File: config.mk
export PLATFORM = sky130hd
export DESIGN_NAME = ljpe_recip
export DESIGN_NICKNAME = d
export VERILOG_FILES = /design/src/sv/ljpe_pkg.sv /design/src/sv/ljpe_recip.sv
export SDC_FILE = /design/constraint.sdc
export NUM_CORES = 2
export LEC_CHECK = 0
export ABC_CLOCK_PERIOD_IN_PS = 8550
export BUFFER_PORTS_ARGS = -buffer_cell sky130_fd_sc_hd__clkbuf_2
export CAP_MARGIN = 5
export CORE_MARGIN = 2
export CORE_UTILIZATION = 50
export CTS_CLUSTER_DIAMETER = 30
export DETAILED_ROUTE_END_ITERATION = 8
export HOLD_SLACK_MARGIN = 0.15
export MAX_ROUTING_LAYER = met4
export PLACE_DENSITY = 0.75
export SYNTH_ARGS = -nofsm -noshare
export SYNTH_HDL_FRONTEND = slang
export SYNTH_SLANG_ARGS = --single-unit
File: constraint.sdc
create_clock -name aclk -period 8.55 [get_ports aclk]
set_input_delay 1.71 -clock aclk [delete_from_list [all_inputs] [get_ports aclk]]
set_output_delay 1.71 -clock aclk [all_outputs]
set_load 0.03 [all_outputs]
File: src/sv/ljpe_pkg.sv
`timescale 1ns / 1ps
// ----------------------------------------------------------------------------
// ljpe_pkg
// Shared types and constants for the Lennard-Jones pair energy pipeline.
// ----------------------------------------------------------------------------
package ljpe_pkg;

    localparam int unsigned RECIP_BITS = 22;   // quotient bits of 2^48 / S
    localparam int unsigned DIV_WIDTH  = 50;   // divisor and remainder width
    localparam int unsigned SQ_WIDTH   = 64;   // squared distance, 32 frac bits
    localparam int unsigned CFG_WIDTH  = 32;
    localparam int unsigned CFG_ADDR_W = 3;

    localparam logic [SQ_WIDTH-1:0]  NEAR_LIMIT = 64'd67108864;    // 2^26
    localparam logic [DIV_WIDTH-1:0] RECIP_REM0 = 50'd67108864;    // 2^48 >> 22

    localparam logic signed [31:0] ENERGY_MAX = 32'sh7FFFFFFF;
    localparam logic signed [31:0] ENERGY_MIN = 32'sh80000000;

    typedef enum logic [CFG_ADDR_W-1:0] {
        CFG_BOX_LENGTH      = 3'd0,
        CFG_WRAP_ENABLE     = 3'd1,
        CFG_CUTOFF_SQUARED  = 3'd2,
        CFG_ENERGY_SCALE    = 3'd3,
        CFG_POTENTIAL_SHIFT = 3'd4
    } cfg_index_t;

    typedef struct packed {
        logic in_range; // squared distance below cutoff
        logic huge;     // energy certain to overflow
    } ljpe_flags_t;

endpackage

File: src/sv/ljpe_recip.sv
`timescale 1ns / 1ps
// ----------------------------------------------------------------------------
// ljpe_recip
// Pipelined restoring divider: floor(2^48 / S), one quotient bit per stage.
// ----------------------------------------------------------------------------
module ljpe_recip (
    input  logic                              aclk,
    input  logic                              aresetn,
    input  logic                              ce,
    input  logic                              in_valid,
    input  ljpe_pkg::ljpe_flags_t             in_flags,
    input  logic [ljpe_pkg::DIV_WIDTH-1:0]    in_divisor,
    output logic                              out_valid,
    output ljpe_pkg::ljpe_flags_t             out_flags,
    output logic [ljpe_pkg::RECIP_BITS-1:0]   out_recip
);
    import ljpe_pkg::*;

    logic [DIV_WIDTH-1:0]  r_reg [RECIP_BITS];
    logic [DIV_WIDTH-1:0]  d_reg [RECIP_BITS];
    logic [RECIP_BITS-1:0] q_reg [RECIP_BITS];
    ljpe_flags_t           f_reg [RECIP_BITS];
    logic [RECIP_BITS-1:0] v_reg;

    logic [DIV_WIDTH-1:0]  r_in [RECIP_BITS];
    logic [DIV_WIDTH-1:0]  d_in [RECIP_BITS];
    logic [RECIP_BITS-1:0] q_in [RECIP_BITS];
    ljpe_flags_t           f_in [RECIP_BITS];
    logic [DIV_WIDTH-1:0]  r_next [RECIP_BITS];
    logic [RECIP_BITS-1:0] q_next [RECIP_BITS];

    always_comb begin
        logic [DIV_WIDTH-1:0] r2;
        r2 = '0;
        for (int j = 0; j < RECIP_BITS; j++) begin
            if (j == 0) begin
                r_in[j] = RECIP_REM0;
                d_in[j] = in_divisor;
                q_in[j] = '0;
                f_in[j] = in_flags;
            end else begin
                r_in[j] = r_reg[j-1];
                d_in[j] = d_reg[j-1];
                q_in[j] = q_reg[j-1];
                f_in[j] = f_reg[j-1];
            end
            r2 = {r_in[j][DIV_WIDTH-2:0], 1'b0};
            if (r2 >= d_in[j]) begin
                r_next[j] = r2 - d_in[j];
                q_next[j] = {q_in[j][RECIP_BITS-2:0], 1'b1};
            end else begin
                r_next[j] = r2;
                q_next[j] = {q_in[j][RECIP_BITS-2:0], 1'b0};
            end
        end
    end

    always_ff @(posedge aclk) begin
        if (!aresetn) begin
            v_reg <= '0;
        end else if (ce) begin
            v_reg <= {v_reg[RECIP_BITS-2:0], in_valid};
        end
    end

    always_ff @(posedge aclk) begin
        if (ce) begin
            for (int j = 0; j < RECIP_BITS; j++) begin
                r_reg[j] <= r_next[j];
                d_reg[j] <= d_in[j];
                q_reg[j] <= q_next[j];
                f_reg[j] <= f_in[j];
            end
        end
    end

    assign out_valid = v_reg[RECIP_BITS-1];
    assign out_flags = f_reg[RECIP_BITS-1];
    assign out_recip = q_reg[RECIP_BITS-1];

endmodule

==> flow_summary_export.csv <==
group,metric,value,unit
worst_setup_path,end_kind,"flop",
worst_setup_path,start_kind,"flop",
global_route,grt_pass1_vias,103500,
routing,via_per_inst,5.567,
worst_setup_path,reg2reg_slack,3.34,ns
worst_setup_path,path_max_fanout,50,
global_route,grt_use_total,0.2345,
global_route,grt_max_degree,182,
routing,drc,0,
timing,finalHoldViolCount,0,
hold_path,holdPathStages,0,
global_route,grt_pass1_wl,526.1,mm
place,gp_congestion,1.007,
cells_and_area,postLayoutCoreUtil,0.5854,
timing,fin_worst_skew,0.04603,ns
yosys,yosysWarnings,0,
place,io_buffers,80,
routing,wirelength,331.7,mm
cells_and_area,n_fill_cell,23530,
clocking,cts-root-buf,"clkbuf_16",
worst_setup_path,r2r-start,"r_reg[0][206]",
pwr,cellPowerDensity,402.1,nW/µm²
global_route,antenna_found_initial,5,
clocking,tritoncts,"built",
clocking,h-tree-depth,6,
floorplan,coreArea,282500,µm²
worst_setup_path,cp_data_required_time,9.28,ns
yosys,async_flop_share,0,
yosys,yosysSeqAreaShare,0.5050,
timing,max_freq,0.1921,GHz
cells_and_area,areaGrowthSynthToFinish,16.33,%
floorplan,floorplan.initialDensity,0.5032,
yosys,syn_inst,13350,
hold_path,hold_class,"flop to flop",
clocking,cts_buffers,556,
cells_and_area,largest_reg_flops,1050,
clocking,clockBufferDepth,4,
yosys,syn_area,142200,µm²
place,dp_hpwl,252.5,mm
cells_and_area,multi_input_area,63760,µm²
hold_path,whs_endpoint,"q_reg[1][77]",
floorplan,core.rowCount,195,
timing,fin_crit_sh,0.6089,
clocking,clock_sinks,2398,
clocking,post_cts_resized,0,
timing,setup_viol,0,
timing,rsz0062_at_grt,"no",
pwr,leakage,0.06930,µW
routing,postRouteAntennaNets,0,
cells_and_area,layout.nets,14760,
hold_path,hold_path_startpoint,"q_reg[1][54]",
yosys,ys_seq_elements,2398,
yosys,synth.distinct_cells,92,
global_route,grt_overflow,0,
pwr,max-vdd-ir-drop,232.9,µV
yosys,synth-main-ff-cell,"edfxtp_1",
floorplan,die_y,537.2,µm
worst_setup_path,critPathArrivalTime,5.94,ns
clocking,cts.reportedPaths.clkPinSlew,0.05,ns
routing,wl_per_cell,18.60,µm
timing,tightest_slew,1.340,ns
timing,max_slew_margin,0.09956,
worst_setup_path,regToRegEndpoint,"r_reg[0][261]",
floorplan,die_area,288600,µm²
cells_and_area,seq_area,71790,µm²
cells_and_area,drive_gt1_frac,0.1056,
floorplan,die_w,537.2,µm
routing,drtIter0Drc,5743,
run,drv_cap,0,
timing,slew_violations,0,
routing,vias,99250,
clocking,clk_latency,0.99,ns
clocking,cts_hold_buf,0,
floorplan,io_pins,81,
worst_setup_path,crit_type,"flop to flop",
yosys,avgSynthCellArea,10.65,µm²
routing,firstDrtPassIters,5,
outcome,status,"finished, final reports clean",
worst_setup_path,reg2regPathDepth,14,
yosys,synth_edf_count,2376,
timing,period_needed,5.206,ns
timing,tns,0,ns
clocking,post_cts_buffers,0,
[through the flow]
| stage | setup slack (ns) | cell area (µm²) | hold slack, ns | total power (µW) | instances |
|---|---|---|---|---|---|
| after floorplan | 3.994 | 142200 | 0.4003 | 38740 | 13360 |
| after global placement | 3.077 | 146500 | 0.4007 | 45210 | 16820 |
| after detailed placement | 3.136 | 146500 | 0.4045 | 45400 | 16820 |
| after CTS | 3.356 | 165400 | 0.3869 | 66700 | 17820 |
| after global routing | 3.145 | 165400 | 0.3941 | 70730 | 17830 |
| final | 3.344 | 165400 | 0.3820 | 66510 | 17830 |
[worst max-delay path, cell delays in order, from the launching register on]
cell      delay [ns]
edfxtp_1        0.40
ha_1            0.39
a21oi_1         0.17
o21ai_0         0.16
or3_1           0.36
o211ai_1        0.50
o21ai_1         0.28
a41oi_2         0.47
o31ai_1         0.14
buf_4           0.18
a31oi_1         0.35
o21ai_1         0.24
a221oi_4        0.25
buf_4           0.55
mux2_2          0.42
[how the worst max path moves through the flow]
stage / start / to / slack (ns) / cells after the start
floorplan: in_divisor[0] / r_reg[0][35] / 3.99 / 12
global placement: in_divisor[0] / r_reg[0][27] / 3.08 / 13
detailed placement: in_divisor[0] / r_reg[0][27] / 3.14 / 13
CTS: r_reg[2][1] / r_reg[2][76] / 3.36 / 13
global route: r_reg[0][206] / r_reg[0][261] / 3.15 / 14
finish: r_reg[0][206] / r_reg[0][261] / 3.34 / 14
[layer usage]
| metal | global-route usage | up-vias | part of all wire |
|---|---|---|---|
| met1 | 0.2064 | 46440 | 0.34 |
| met5 | - | - | 0 |
| met4 | 0.1666 | 0 | 0.079 |
| met3 | 0.03035 | 1151 | 0.030 |
| li1 | - | 49490 | - |
| met2 | 0.4534 | 2173 | 0.55 |
[synthesized netlist by cell type (20+ instances only)]
library cell | instances | area [µm²]
a21o_1 | 630 | 4730
nand2_1 | 1069 | 4013
or3_1 | 44 | 275.3
o211ai_1 | 56 | 420.4
edfxtp_1 | 2376 | 71350
buf_1 | 23 | 86.33
and4_1 | 27 | 236.5
ha_1 | 1050 | 13140
nand4_1 | 256 | 1602
nand2b_1 | 114 | 713.2
a31oi_1 | 143 | 894.6
buf_2 | 46 | 230.2
nor2b_1 | 168 | 1051
mux2i_1 | 41 | 410.4
o31ai_1 | 65 | 488.0
a211oi_1 | 71 | 533.0
or4_1 | 21 | 157.7
xor2_1 | 352 | 3083
and2_1 | 67 | 419.2
a21boi_0 | 44 | 330.3
clkbuf_1 | 379 | 1423
a21oi_1 | 1155 | 5781
o21bai_1 | 178 | 1336
mux2_2 | 374 | 4212
nor2_1 | 662 | 2485
a221oi_1 | 25 | 219.0
nand3_1 | 197 | 986.0
a41oi_1 | 22 | 192.7
nor3_1 | 139 | 695.7
o31a_1 | 31 | 271.5
dfxtp_1 | 22 | 440.4
inv_1 | 1341 | 5034
a211o_1 | 28 | 245.2
o21a_1 | 109 | 818.3
or2_2 | 22 | 137.6
o21ai_1 | 23 | 115.1
nor4_1 | 54 | 337.8
fa_1 | 20 | 400.4
o21ai_0 | 976 | 4885
xnor2_1 | 542 | 4747
and3_1 | 101 | 631.9
a31o_2 | 25 | 219.0
[layout make-up]
class,instances,share of cell area
Multi-Input combinational cell,9165,0.3855
Sequential cell,2398,0.4341
Tap cell,3743,0.02832
Clock inverter,340,0.02582
Timing Repair Buffer,171,0.007701
Clock buffer,662,0.08799
Antenna cell,9,0.0001362
Inverter,1341,0.03044
[cell families after synthesis]
group,after synthesis,synth area share
other,1,0.00002638
XOR/XNOR,894,0.05508
adder cells (fa/ha/maj),1070,0.09523
buffers and inverters,1800,0.04826
flip-flops,2398,0.5050
multiplexers,419,0.03283
AND/OR/NAND/NOR,2986,0.09929
AO/OA/AOI/OAI,3785,0.1643
[power by group]
group          switching (µW)  internal [µW]  total [µW]
Clock                    6720          14100       20900
Combinational           15800          11200       27000
Sequential               1530          17100       18600
Total                   24000          42500       66500
[layout by cell type (no fill, tap or decap), types with 35 or more instances in the layout]
cell / netlist / routed
o21ai_0: 976 / 976
nor2b_1: 168 / 168
o21a_1: 109 / 109
o21bai_1: 178 / 178
edfxtp_1: 2376 / 2376
nand4_1: 256 / 256
xnor2_1: 542 / 542
o31ai_1: 65 / 64
bufinv_16: 0 / 65
nand3_1: 197 / 197
a21boi_0: 44 / 44
inv_1: 1341 / 1341
mux2i_1: 41 / 41
and3_1: 101 / 101
ha_1: 1050 / 1050
nand2_1: 1069 / 1069
a211oi_1: 71 / 71
or3_1: 44 / 43
and2_1: 67 / 67
clkinvlp_4: 0 / 35
clkinv_1: 0 / 68
mux2_2: 374 / 374
clkbuf_16: 0 / 564
o211ai_1: 56 / 56
clkbuf_2: 5 / 79
nor4_1: 54 / 48
nor3_1: 139 / 139
clkbuf_1: 379 / 91
clkinv_2: 0 / 76
a31oi_1: 143 / 141
nand2b_1: 114 / 114
a21oi_1: 1155 / 1153
a21o_1: 630 / 630
buf_4: 1 / 77
nor2_1: 662 / 662
xor2_1: 352 / 352
No activity file was read; power rests on OpenSTA's default activity.
